**config.mk**
```make
export PLATFORM = sky130hd
export DESIGN_NAME = qoa_front
export DESIGN_NICKNAME = d
export VERILOG_FILES = /design/src/rtl/qoa_pkg.sv /design/src/rtl/qoa_front.sv
export VERILOG_INCLUDE_DIRS = /design/src /design/src/rtl
export SDC_FILE = /design/constraint.sdc
export NUM_CORES = 1
export LEC_CHECK = 0
export ABC_AREA = 1
export BUFFER_PORTS_ARGS = -buffer_cell sky130_fd_sc_hd__buf_2
export CAP_MARGIN = 20
export CORE_MARGIN = 5
export CORE_UTILIZATION = 52
export CTS_CLUSTER_SIZE = 14
export DETAILED_ROUTE_END_ITERATION = 16
export PLACE_DENSITY = 0.82
export SLEW_MARGIN = 15
export SYNTH_ARGS = -nofsm -noshare
export SYNTH_HDL_FRONTEND = slang
export SYNTH_SLANG_ARGS = --single-unit
export TNS_END_PERCENT = 1
```
**constraint.sdc**
```tcl
create_clock -name clk -period 6.32 [get_ports clk]
set_input_delay 1.58 -clock clk [delete_from_list [all_inputs] [get_ports clk]]
set_output_delay 1.58 -clock clk [all_outputs]
set_load 0.02 [all_outputs]
```
**src/rtl/assert_macros.svh**
```systemverilog
// Assertion helpers shared by the RTL modules.
// Each one clocks on clk and stays quiet while rst is high.
`ifndef ASSERT_MACROS_SVH
`define ASSERT_MACROS_SVH

// Check a property on every clock edge outside reset.
`define QOA_ASSERT(label, prop, msg) \
  label: assert property (@(posedge clk) disable iff (rst) (prop)) else $error(msg);

// Check that a condition implies another in the next cycle.
`define QOA_ASSERT_NEXT(label, ante, cons, msg) \
  label: assert property (@(posedge clk) disable iff (rst) (ante) |=> (cons)) else $error(msg);

`endif

```
**src/rtl/qoa_pkg.sv**
```systemverilog
`timescale 1ns / 1ps
package qoa_pkg;

  // Fixed-point format of quaternion components and matrix entries
  localparam int FRAC_BITS  = 14;
  localparam int QUAT_WIDTH = 16;

  // Exact product, and an accumulator that holds four products plus rounding
  localparam int PROD_W = 2 * QUAT_WIDTH;
  localparam int ACC_W  = 2 * QUAT_WIDTH + 3;

  // Request queue between front and back
  localparam int QUEUE_DEPTH = 2;
  localparam int QPTR_W      = (QUEUE_DEPTH > 1) ? $clog2(QUEUE_DEPTH) : 1;
  localparam int QCNT_W      = $clog2(QUEUE_DEPTH + 1);

  typedef logic signed [QUAT_WIDTH-1:0] comp_t;
  typedef logic signed [PROD_W-1:0]     prod_t;
  typedef logic signed [ACC_W-1:0]      acc_t;

  typedef enum logic {
    OP_ROTATE = 1'b0,
    OP_LOAD   = 1'b1
  } op_t;

  typedef struct packed {
    comp_t x;
    comp_t y;
    comp_t z;
    comp_t w;
  } quat_t;

  typedef struct packed {
    op_t   op;
    quat_t q;
  } req_t;

  // Head of the request queue as seen by the back end
  typedef struct packed {
    logic valid;
    req_t req;
  } head_t;

  typedef struct packed {
    comp_t r0_c0;
    comp_t r0_c1;
    comp_t r0_c2;
    comp_t r1_c0;
    comp_t r1_c1;
    comp_t r1_c2;
    comp_t r2_c0;
    comp_t r2_c1;
    comp_t r2_c2;
  } mat_t;

  localparam comp_t COMP_MAX = {1'b0, {(QUAT_WIDTH - 1){1'b1}}};
  localparam comp_t COMP_MIN = {1'b1, {(QUAT_WIDTH - 1){1'b0}}};

  // One in component format, clamped when the format cannot hold it
  localparam comp_t ONE_Q =
    (FRAC_BITS >= QUAT_WIDTH - 1) ? COMP_MAX : (comp_t'(1) << FRAC_BITS);

  localparam acc_t SMAX_ACC = acc_t'(COMP_MAX);
  localparam acc_t SMIN_ACC = acc_t'(COMP_MIN);
  localparam acc_t HALF_ACC = acc_t'(1) << (FRAC_BITS - 1);
  // One at the product scale, i.e. 2*FRAC_BITS fraction bits
  localparam acc_t ONE_ACC  = acc_t'(1) << (2 * FRAC_BITS);

  function automatic prod_t mul(input comp_t a, input comp_t b);
    return prod_t'(a) * prod_t'(b);
  endfunction

  function automatic acc_t ext(input prod_t p);
    return acc_t'(p);
  endfunction

  // Round half up to FRAC_BITS fraction bits, then clamp to the component range
  function automatic comp_t round_sat(input acc_t acc);
    acc_t rounded;
    acc_t shifted;
    rounded = acc + HALF_ACC;
    shifted = rounded >>> FRAC_BITS;
    if (shifted > SMAX_ACC) begin
      return COMP_MAX;
    end else if (shifted < SMIN_ACC) begin
      return COMP_MIN;
    end else begin
      return $signed(shifted[QUAT_WIDTH-1:0]);
    end
  endfunction

endpackage

```
**src/rtl/qoa_front.sv**
```systemverilog
`timescale 1ns / 1ps
`include "assert_macros.svh"
module qoa_front (
  input  logic                clk,
  input  logic                rst,
  input  logic                req_valid,
  output logic                req_stall,
  input  logic                req_type,
  input  qoa_pkg::quat_t      quat,
  input  logic                pop,
  output qoa_pkg::head_t      head
);
  import qoa_pkg::*;

  req_t              entries [QUEUE_DEPTH];
  logic [QPTR_W-1:0] wr_ptr;
  logic [QPTR_W-1:0] rd_ptr;
  logic [QCNT_W-1:0] count;
  logic              push;
  req_t              req_in;

  // Classify the incoming request: only bit 0 of the type matters
  always_comb begin
    req_in.op = (req_type == 1'b1) ? OP_LOAD : OP_ROTATE;
    req_in.q  = quat;
  end

  assign req_stall = (count == QCNT_W'(QUEUE_DEPTH));
  assign push      = req_valid && !req_stall;

  assign head.valid = (count != '0);
  assign head.req   = entries[rd_ptr];

  // Hold queued requests
  always_ff @(posedge clk) begin
    if (push) begin
      entries[wr_ptr] <= req_in;
    end
  end

  // Advance pointers and occupancy
  always_ff @(posedge clk) begin
    if (rst) begin
      wr_ptr <= '0;
      rd_ptr <= '0;
      count  <= '0;
    end else begin
      if (push) begin
        wr_ptr <= (wr_ptr == QPTR_W'(QUEUE_DEPTH - 1)) ? '0 : wr_ptr + QPTR_W'(1);
      end
      if (pop) begin
        rd_ptr <= (rd_ptr == QPTR_W'(QUEUE_DEPTH - 1)) ? '0 : rd_ptr + QPTR_W'(1);
      end
      if (push && !pop) begin
        count <= count + QCNT_W'(1);
      end else if (pop && !push) begin
        count <= count - QCNT_W'(1);
      end
    end
  end

  `QOA_ASSERT(a_no_pop_empty, !(pop && !head.valid), "pop from empty request queue")
  `QOA_ASSERT_NEXT(a_fill, push && !pop, count == $past(count) + QCNT_W'(1), "queue fill lost")
  `QOA_ASSERT_NEXT(a_drain, pop && !push, count == $past(count) - QCNT_W'(1), "queue drain lost")

endmodule

```
==> results of run 1 <==
## metrics by stage
step	total power [W]	cell area [sq um]	hold slack, ns	worst slack [ns]
floorplan	0.00134	5130	0.476	1.43
finish	0.00248	6610	0.536	2.68
detailed placement	0.00144	5930	0.513	2.80
global route	0.00256	6610	0.581	2.58
CTS	0.00250	6580	0.538	2.47
global placement	0.00143	5930	0.493	2.88
## cell families (layout without fill, tap and decap cells)
family,after synthesis,in the layout,synth area share [%]
mux,65,65,17.9
flops,135,135,78.0
xor+xnor,1,1,0.171
fa+ha+maj,1,1,0.244
simple gates,15,15,1.17
compound gates,4,4,0.390
buf+inv,16,179,2.07
## worst min-delay path, delay by kind of cell, from the launching register on
family / cells / cell delay (ns)
xor+xnor: 1 / 0.09
simple gates: 1 / 0.08
flops: 1 / 0.33
## layer usage
metal / global-route usage, % / vias to the layer above / wire length (um)
li1: - / 1219 / -
met1: 18.9 / 1238 / 3740
met2: 24.5 / 93 / 4300
met3: 6.46 / 8 / 792
met4: 4.27 / 0 / 90
met5: 0 / - / 0
## power groups by stage
stage / Sequential [W] / Combinational [W] / Clock (W)
final: 0.00110 / 0.000323 / 0.00106
after global routing: 0.00110 / 0.000344 / 0.00112
after CTS: 0.00111 / 0.000315 / 0.00107
after detailed placement: 0.00113 / 0.000314 / 0
after global placement: 0.00112 / 0.000306 / 0
after floorplan: 0.00110 / 0.000231 / 0
## flip-flops by register name, indices dropped and copies added, names as in the netlist, named ones only
name and flops:
entries 130, wr_ptr 1, count 2, rd_ptr 1
## worst max-delay path by stage
stage                    from                        to  slack [ns]  cells after the start
floorplan           req_valid   entries[0][0]$_DFFE_PP_        1.43                      2
global placement    req_valid  entries[1][48]$_DFFE_PP_        2.88                      4
detailed placement  req_valid  entries[0][25]$_DFFE_PP_        2.80                      4
CTS                  register                  head[42]        2.47                      2
global route         register                  head[42]        2.58                      3
finish               register                  head[42]        2.68                      3
## placed cells by master, fill, tap and decap left out, drive strengths merged
cell / count
nand3: 1
buf: 138
clkinvlp: 3
xnor2: 1
a21oi: 1
nor2: 8
clkbuf: 18
bufinv: 6
dfxtp: 5
clkinv: 5
nand2: 5
mux2: 65
o21ai: 3
nand4: 1
ha: 1
inv: 9
edfxtp: 130
## layout make-up
type	instances	area, sq um	area share, %
Timing Repair Buffer	138	718	10.9
Multi-Input combinational cell	86	1040	15.7
Clock inverter	14	230	3.48
Sequential cell	135	4010	60.6
Clock buffer	18	418	6.32
Inverter	9	33.8	0.511
Tap cell	133	166	2.52
==> Flow_metrics.wiki, run 1 <==
{| class="wikitable"
! Metric !! Value
|-
| Outcome || complete, no violations
|-
| Port buffer count || 135
|-
| Core Box Area || 9680 sq um
|-
| Drt via density || 4.80
|-
| Layout Nets || 457
|-
| Cells resized by post-CTS repair || 0
|-
| Wire length of the first global-routing pass || between 10,000 and 15,000 um
|-
| Sink Count || 135
|-
| Transition time at the pin with the least slew margin || 0.792 ns
|-
| Critical path required time || 4.74 ns
|-
| DRC violations left || 0
|-
| Synth top area share || 76.1%
|-
| Post-Synthesis Net Count || 307
|-
| Share of the clock period used by the worst path || 57.5%
|-
| Distinct cell type count after synthesis || 16
|-
| Maximum clock rate || between 200 and 300 MHz
|-
| # placed instances || 500
|-
| Period minus WS final || 3.64 ns
|-
| Cell chain of the critical path || buf_16 > mux2_2 > buf_2
|-
| Ys async rst share || 0%
|-
| Slowest stage delay, CP || 0.68 ns
|-
| Synthesis-to-layout area growth || 28.8%
|-
| CTS tree || yes
|-
| Worst reg2reg endpoint || entries[0][50]$_DFFE_PP_
|-
| Combinational share of power || 13.0%
|-
| Headroom to the max-slew limit || 47.1%
|-
| Number of ports placed on the die boundary || around 140
|-
| CP arrival || 2.06 ns
|-
| Share of cells above drive strength 1 || 59.0%
|-
| # rows || 36
|-
| Vertical extent of the die || about 110 um
|-
| H-Tree Level Count || 4
|-
| Class of the most critical setup path || reg2out
|-
| Routed wire length || 8930 um
|-
| Final setup violation count || 0
|-
| Most frequent cell after synthesis || sky130_fd_sc_hd__edfxtp_1
|-
| Cell count of the worst reg-to-reg path || 4
|-
| Number of synthesized flops with an enable pin || 130
|-
| Congestion Overflow GR || 0
|-
| Post-route ant nets || 0
|-
| Global-route total usage across every layer || between 10% and 20%
|-
| Sw power || approximately 0.00055 W
|-
| Commonest cells post-synth || sky130_fd_sc_hd__edfxtp_1, sky130_fd_sc_hd__mux2_4, sky130_fd_sc_hd__mux2_2, sky130_fd_sc_hd__inv_1, sky130_fd_sc_hd__nor2_1
|-
| Antenna diodes || 0
|-
| Delay-heaviest family, CP || flip-flops
|-
| Cell types with the largest area share after synthesis || sky130_fd_sc_hd__edfxtp_1, sky130_fd_sc_hd__mux2_4, sky130_fd_sc_hd__mux2_2
|-
| Largest area contributor in the netlist || sky130_fd_sc_hd__edfxtp_1
|-
| Synthesized netlist cell count || 237
|-
| Number of max-slew violations in the final report || 0
|-
| Number of buffers created by CTS || 17
|-
| Min-Delay Path Class || reg2reg
|-
| Number of DRC markers in iteration 0 || 91
|-
| Max Fanout on Critical Path || 38
|-
| Post-synthesis sequential element count || around 140
|-
| Number of buffers inserted by hold repair at cts || 0
|-
| Number of buffers inserted to repair setup after CTS || 0
|-
| Fill cell total of the finished layout || 667
|-
| Crit. End Element || output pin
|-
| Drt first pass iters || 4
|-
| Root Driver || sky130_fd_sc_hd__clkbuf_8
|-
| Standard cell with the maximum stage delay on the critical path || sky130_fd_sc_hd__dfxtp_4
|-
| Final hold violation count || 0
|-
| Startpoint type of the worst setup path || register
|-
| Fraction of the yosys area taken by sequential cells || between 70% and 80%
|-
| Number of cells on the worst hold path || 2
|-
| Post-route insts no fill || between 500 and 600
|-
| Number of antenna violations at the first check in global routing || 0
|-
| RSZ-0062 raised after global routing || false
|-
| Worst-skew pair later-pin latency || roughly 0.5 ns
|-
| Maximum number of pins on one net before global-route repair || 66
|-
| Setup slack of the worst register-to-register path || 4.06 ns
|-
| Flip-flop cell with the highest count after synthesis || sky130_fd_sc_hd__edfxtp_1
|-
| Max cap viols || 0
|-
| Average wire per standard cell || 16.8 um
|-
| Core Util, Final || 68.3%
|-
| Maximum clock path buffer count || 2
|-
| Setup_tns || 0 ns
|-
| Initial standard-cell utilization of the core || a little over half
|-
| Floorplan die width || 109 um
|-
| Switching power as a share of total power || between 20% and 30%
|-
| Clock power frac || 42.7%
|-
| Via count of the first global-routing pass || 2,700
|-
| Clock transition time at the flip-flop clock pins of the worst setup and hold paths || about 0.050 ns
|-
| Startpoint of the worst-slack reg-to-reg timing path || count[1]$_SDFFE_PP0P_
|-
| Total buffers and inverters traversed by the critical path || 2
|-
| Hpwl dp || ~6000 um
|-
| Fraction of power consumed by sequential logic || 44.2%
|-
| RD Place Congestion || 0.694
|-
| Static leakage || 2.64 nW
|-
| Setup clock skew after layout || approximately 0.0082 ns
|-
| Power density of the placed cells || approximately 370 nW/um^2
|-
| Total Die Area || 12,000 sq um
|-
| Worst VDD drop || around 0.25 mV
|-
| Internal power summed over all cells || 0.00192 W
|-
| Total standard cell area after synthesis || 5130 sq um
|-
| Vias post-DR || around 2,600
|-
| Hold path startpoint || rd_ptr$_SDFFE_PP0P_
|-
| Mean cell area of the mapped netlist || 21.7 sq um
|-
| Warnings, synthesis || 0
|}
No activity file was read; power rests on OpenSTA's default activity.
==> run 2, diff against run 1 <==
CORE_UTILIZATION = 47   (was 52)
PLACE_DENSITY = 0.78   (was 0.82)
clock period = 3.2 ns   (was 6.32 ns; I/O delays follow)
==> Flow_metrics.wiki, run 2 (synthesized netlist as in run 1, its figures left out) <==
{| class="wikitable"
! Metric !! Value
|-
| Cells resized by post-CTS repair || 0
|-
| Power density of the placed cells || 701 nW/um^2
|-
| Clock transition time at the flip-flop clock pins of the worst setup and hold paths || 0.06 ns
|-
| Max cap viols || 0
|-
| Synthesis-to-layout area growth || 27.4%
|-
| Number of buffers inserted to repair setup after CTS || 0
|-
| Fill cell total of the finished layout || just over 800
|-
| Share of the clock period used by the worst path || 86.3%
|-
| RD Place Congestion || 0.679
|-
| Largest register FFs || 130
|-
| Vias post-DR || 2,579
|-
| Routed wire length || slightly below 9000 um
|-
| Final setup violation count || 0
|-
| Combinational share of power || between 10% and 20%
|-
| Static leakage || between 2 and 3 nW
|-
| Max Fanout on Critical Path || 25
|-
| Floorplan die width || 114 um
|-
| Post-route insts no fill || 543
|-
| Headroom to the max-slew limit || 65.7%
|-
| Setup clock skew after layout || ~0.0069 ns
|-
| Worst-skew pair later-pin latency || 0.50 ns
|-
| Setup slack of the worst register-to-register path || approximately 1.5 ns
|-
| CTS tree || yes
|-
| Worst VDD drop || 0.356 mV
|-
| Hpwl dp || ~6000 um
|-
| Share of cells above drive strength 1 || roughly 58%
|-
| Root Driver || sky130_fd_sc_hd__clkbuf_8
|-
| Clock power frac || 38.9%
|-
| Core Box Area || around 11,000 sq um
|-
| Maximum number of pins on one net before global-route repair || 38
|-
| Startpoint type of the worst setup path || register
|-
| Core Util, Final || 60.5%
|-
| Initial standard-cell utilization of the core || 47.5%
|-
| Total Die Area || 13,100 sq um
|-
| Commonest cells after routing, fill and taps aside || sky130_fd_sc_hd__buf_2, sky130_fd_sc_hd__edfxtp_1, sky130_fd_sc_hd__mux2_4
|-
| Number of antenna violations at the first check in global routing || 0
|-
| Class of the most critical setup path || reg2out
|-
| Antenna diodes || 0
|-
| Internal power summed over all cells || 0.00351 W
|-
| Sink Count || 135
|-
| Tightest hold margin || 0.476 ns
|-
| Number of buffers inserted by hold repair at cts || 0
|-
| Wire length of the first global-routing pass || 14,000 um
|-
| # placed instances || 511
|-
| CP arrival || 1.96 ns
|-
| DRC violations left || 0
|-
| Number of DRC markers in iteration 0 || 96
|-
| Sw power || roughly 0.0011 W
|-
| RSZ-0062 raised after global routing || false
|-
| Number of ports placed on the die boundary || roughly 140
|-
| Fraction of power consumed by sequential logic || 47.1%
|-
| Post-route ant nets || 0
|-
| Port buffer count || approximately 140
|-
| Critical path required time || 2.40 ns
|-
| Number of max-slew violations in the final report || 0
|-
| Period minus WS final || 2.76 ns
|-
| Number of buffers created by CTS || 17
|-
| Crit. End Element || output pin
|-
| Transition time at the pin with the least slew margin || 0.514 ns
|-
| Vertical extent of the die || approximately 110 um
|-
| Maximum clock path buffer count || 2
|-
| Biggest register || entries
|-
| Average wire per standard cell || 16.3 um
|-
| Switching power as a share of total power || 23.3%
|-
| Via count of the first global-routing pass || 2,780
|-
| Layout Nets || 460
|-
| Outcome || complete, no violations
|-
| Top flop regs || entries (130), count (2)
|-
| H-Tree Level Count || 4
|-
| Final hold violation count || 0
|-
| Min-Delay Path Class || in2reg
|-
| Drt via density || 4.75
|-
| Congestion Overflow GR || 0
|-
| # rows || 38
|-
| Maximum clock rate || 362 MHz
|-
| Drt first pass iters || 4
|-
| Most common cell after layout, fill and taps aside || sky130_fd_sc_hd__buf_2
|-
| Global-route total usage across every layer || 14.4%
|}
-- run 2: cell types whose count changed in the layout (fill, tap and decap cells not counted), sizes merged --
| cell | change |
|---|---|
| buf | +3 |
| clkinv | -1 |
| clkbuf | +6 |
| clkinvlp | -1 |
| bufinv | -4 |
-- run 2: worst max-delay path: stages (launching register included) --
cell	delay (ns)
sky130_fd_sc_hd__dfxtp_4	0.62
sky130_fd_sc_hd__buf_4	0.35
sky130_fd_sc_hd__mux2_4	0.32
sky130_fd_sc_hd__buf_2	0.16
-- run 2: area by class of cell --
class,instances,area (sq um),share of cell area (%)
flip-flops and latches,135,4010,61.3
multi-input cells,86,1040,15.9
inverters,9,33.8,0.517
well taps,140,175,2.68
repair buffers,141,733,11.2
clock buffers,24,450,6.89
clock inverters,8,98.8,1.51
-- run 2: worst paths after layout --
| path | startpoint | to | cells after the start |
|---|---|---|---|
| worst max-delay path | register | head[31] | 3 |
| worst max register to register | count[1]$_SDFFE_PP0P_ | count[1]$_SDFFE_PP0P_ | 9 |
| worst min register to register | rd_ptr$_SDFFE_PP0P_ | rd_ptr$_SDFFE_PP0P_ | 2 |
| worst min-delay path | rst | register | 2 |
-- run 2: stage by stage --
stage,worst slack (ns),TNS [ns],cell area [sq um],total power [W]
after floorplan,-0.910,-118.25,5130,0.00264
after global placement,0.953,0,5990,0.00283
after detailed placement,0.923,0,5990,0.00285
after CTS,0.370,0,6540,0.00465
after global routing,0.321,0,6540,0.00479
final,0.437,0,6540,0.00458
-- run 2: per-layer routing --
layer | up-vias | share of wire [%] | wire length (um) | GRT usage, %
met1 | 1264 | 40 | 3540 | 16.6
met4 | 0 | 0.60 | 53 | 5.23
met3 | 4 | 8.0 | 711 | 5.81
li1 | 1225 | - | - | -
met5 | - | 0 | 0 | 0
met2 | 86 | 51 | 4560 | 24.0
-- run 2: power by group through the flow --
stage	Clock (W)	Combinational (W)	Sequential, W
4_1_cts	0.00183	0.000656	0.00216
6_report	0.00178	0.000641	0.00216
3_5_place_dp	0	0.000655	0.00220
3_3_place_gp	0	0.000642	0.00219
2_1_floorplan	0	0.000456	0.00218
5_1_grt	0.00193	0.000692	0.00217
==> run 3, diff against run 2 <==
RECOVER_POWER = 25   (was not set)
==> Flow_metrics.wiki, run 3 (synthesized netlist as in run 1, its figures left out) <==
{| class="wikitable"
! Metric !! Value
|-
| Final hold violation count || 0
|-
| Vias post-DR || 2,566
|-
| Maximum number of pins on one net before global-route repair || 38
|-
| Total buffers and inverters traversed by the critical path || 2
|-
| Fill cell total of the finished layout || 826
|-
| Internal power summed over all cells || 0.00351 W
|-
| Slowest stage delay, CP || a little over 0.6 ns
|-
| Crit. End Element || output pin
|-
| Number of antenna violations at the first check in global routing || 0
|-
| Number of buffers inserted to repair setup after CTS || 0
|-
| RSZ-0062 raised after global routing || false
|-
| CTS tree || yes
|-
| Max Fanout on Critical Path || 25
|-
| Standard cell with the maximum stage delay on the critical path || sky130_fd_sc_hd__dfxtp_4
|-
| Transition time at the pin with the least slew margin || 0.514 ns
|-
| Minimum setup slack after placement || 0.923 ns
|-
| DRC violations left || 0
|-
| Overall power consumption || 0.00458 W
|-
| Static leakage || between 2 and 3 nW
|-
| Routed wire length || 8850 um
|-
| Setup_tns || 0 ns
|-
| Setup clock skew after layout || 0.00768 ns
|-
| Drt first pass iters || 4
|-
| Outcome || complete, no violations
|-
| Maximum clock path buffer count || 2
|-
| Congestion Overflow GR || 0
|-
| Share of the clock period used by the worst path || 86.2%
|-
| Sw power || between 0.001 and 0.0015 W
|-
| Wire length on met1 || between 3000 and 4000 um
|-
| Core Box Area || 10,800 sq um
|-
| Number of buffers created by CTS || 17
|-
| Commonest cells after routing, fill and taps aside || sky130_fd_sc_hd__edfxtp_1, sky130_fd_sc_hd__buf_2, sky130_fd_sc_hd__mux2_4
|-
| RD Place Congestion || ~0.68
|-
| Core Util, Final || 60.3%
|-
| Share of cells above drive strength 1 || 52.9%
|-
| Total met3 wirelength after detailed routing || roughly 710 um
|-
| # rows || 38
|-
| Clock power frac || about 40%
|-
| Clock transition time at the flip-flop clock pins of the worst setup and hold paths || 0.06 ns
|-
| Combinational share of power || 13.9%
|-
| Min-Delay Path Class || in2reg
|-
| Vertical extent of the die || 114 um
|-
| Delay-heaviest family, CP || flip-flops
|-
| Root Driver || sky130_fd_sc_hd__clkbuf_8
|-
| Number of ports placed on the die boundary || 136
|-
| Smallest setup slack after layout || 0.441 ns
|-
| Synthesis-to-layout area growth || 26.8%
|-
| Top flop regs || entries (130), count (2)
|-
| Fraction of power consumed by sequential logic || between 40% and 50%
|-
| Setup slack of the worst register-to-register path || about 1.5 ns
|-
| Final setup violation count || 0
|-
| Via count of the first global-routing pass || ~2,800
|-
| Total Die Area || 13,100 sq um
|-
| Wire length of the first global-routing pass || 14,000 um
|-
| Total area of multi-input combinational cells || 1040 sq um
|-
| Floorplan die width || 114 um
|-
| Startpoint of the worst-slack reg-to-reg timing path || count[1]$_SDFFE_PP0P_
|-
| Port buffer count || 135
|-
| Largest register FFs || 130
|-
| Routed length on met2 || 4540 um
|-
| Most common cell after layout, fill and taps aside || sky130_fd_sc_hd__edfxtp_1
|-
| Layout Nets || 460
|-
| H-Tree Level Count || 4
|-
| Critical path required time || 2.40 ns
|-
| Initial standard-cell utilization of the core || 47.5%
|-
| Class of the most critical setup path || reg2out
|-
| Area of all sequential standard cells || between 4000 and 5000 sq um
|-
| Average wire per standard cell || approximately 16 um
|-
| Maximum clock rate || 362 MHz
|-
| Power density of the placed cells || 704 nW/um^2
|-
| Number of max-slew violations in the final report || 0
|-
| Highest signal layer in the routed design || met4
|-
| Worst VDD drop || 0.356 mV
|-
| Hpwl dp || ~6000 um
|-
| Max cap viols || 0
|-
| Tightest hold margin || 0.474 ns
|-
| Startpoint type of the worst setup path || register
|-
| Number of buffers inserted by hold repair at cts || 0
|-
| Global-route total usage across every layer || 14.4%
|-
| Period minus WS final || around 2.8 ns
|-
| Number of DRC markers in iteration 0 || 93
|-
| Cells resized by post-CTS repair || 0
|-
| Post-route ant nets || 0
|-
| Antenna diodes || 0
|-
| Worst-skew pair later-pin latency || roughly 0.50 ns
|-
| CP arrival || a little under 2 ns
|-
| Switching power as a share of total power || 23.4%
|-
| Cell chain of the critical path || buf_4 > mux2_4 > buf_2
|-
| Sink Count || 135
|-
| Drt via density || 4.73
|-
| Hold path startpoint || rst
|-
| Biggest register || entries
|-
| Headroom to the max-slew limit || 65.7%
|}
[run 3: worst paths after layout]
kind,to,cells after the start
hold reg to reg,rd_ptr$_SDFFE_PP0P_,2
setup / recovery,head[31],3
hold / removal,register,2
setup reg to reg,count[1]$_SDFFE_PP0P_,8
[run 3: per-stage QoR]
step | cells | cell area [sq um]
final | 543 | 6510
after global placement | 511 | 5990
after global routing | 543 | 6510
after detailed placement | 511 | 5990
after CTS | 543 | 6540
after floorplan | 237 | 5130
[run 3: power by group through the flow]
stage,Sequential (W),Clock (W),Combinational [W]
2_1_floorplan,0.00218,0,0.000456
3_3_place_gp,0.00219,0,0.000642
3_5_place_dp,0.00220,0,0.000655
4_1_cts,0.00216,0.00183,0.000656
5_1_grt,0.00217,0.00193,0.000689
6_report,0.00216,0.00178,0.000637
[run 3: area by class of cell]
class	instances	area share, %
Timing Repair Buffer	141	10.8
Inverter	9	0.519
Clock inverter	8	1.52
Sequential cell	135	61.6
Tap cell	140	2.69
Multi-Input combinational cell	86	15.9
Clock buffer	24	6.92
[run 3: per-layer routing]
metal	vias to the layer above	global-route usage, %
met1	1246	16.6
met4	0	5.23
li1	1226	-
met2	88	24.0
met5	-	0
met3	6	5.81
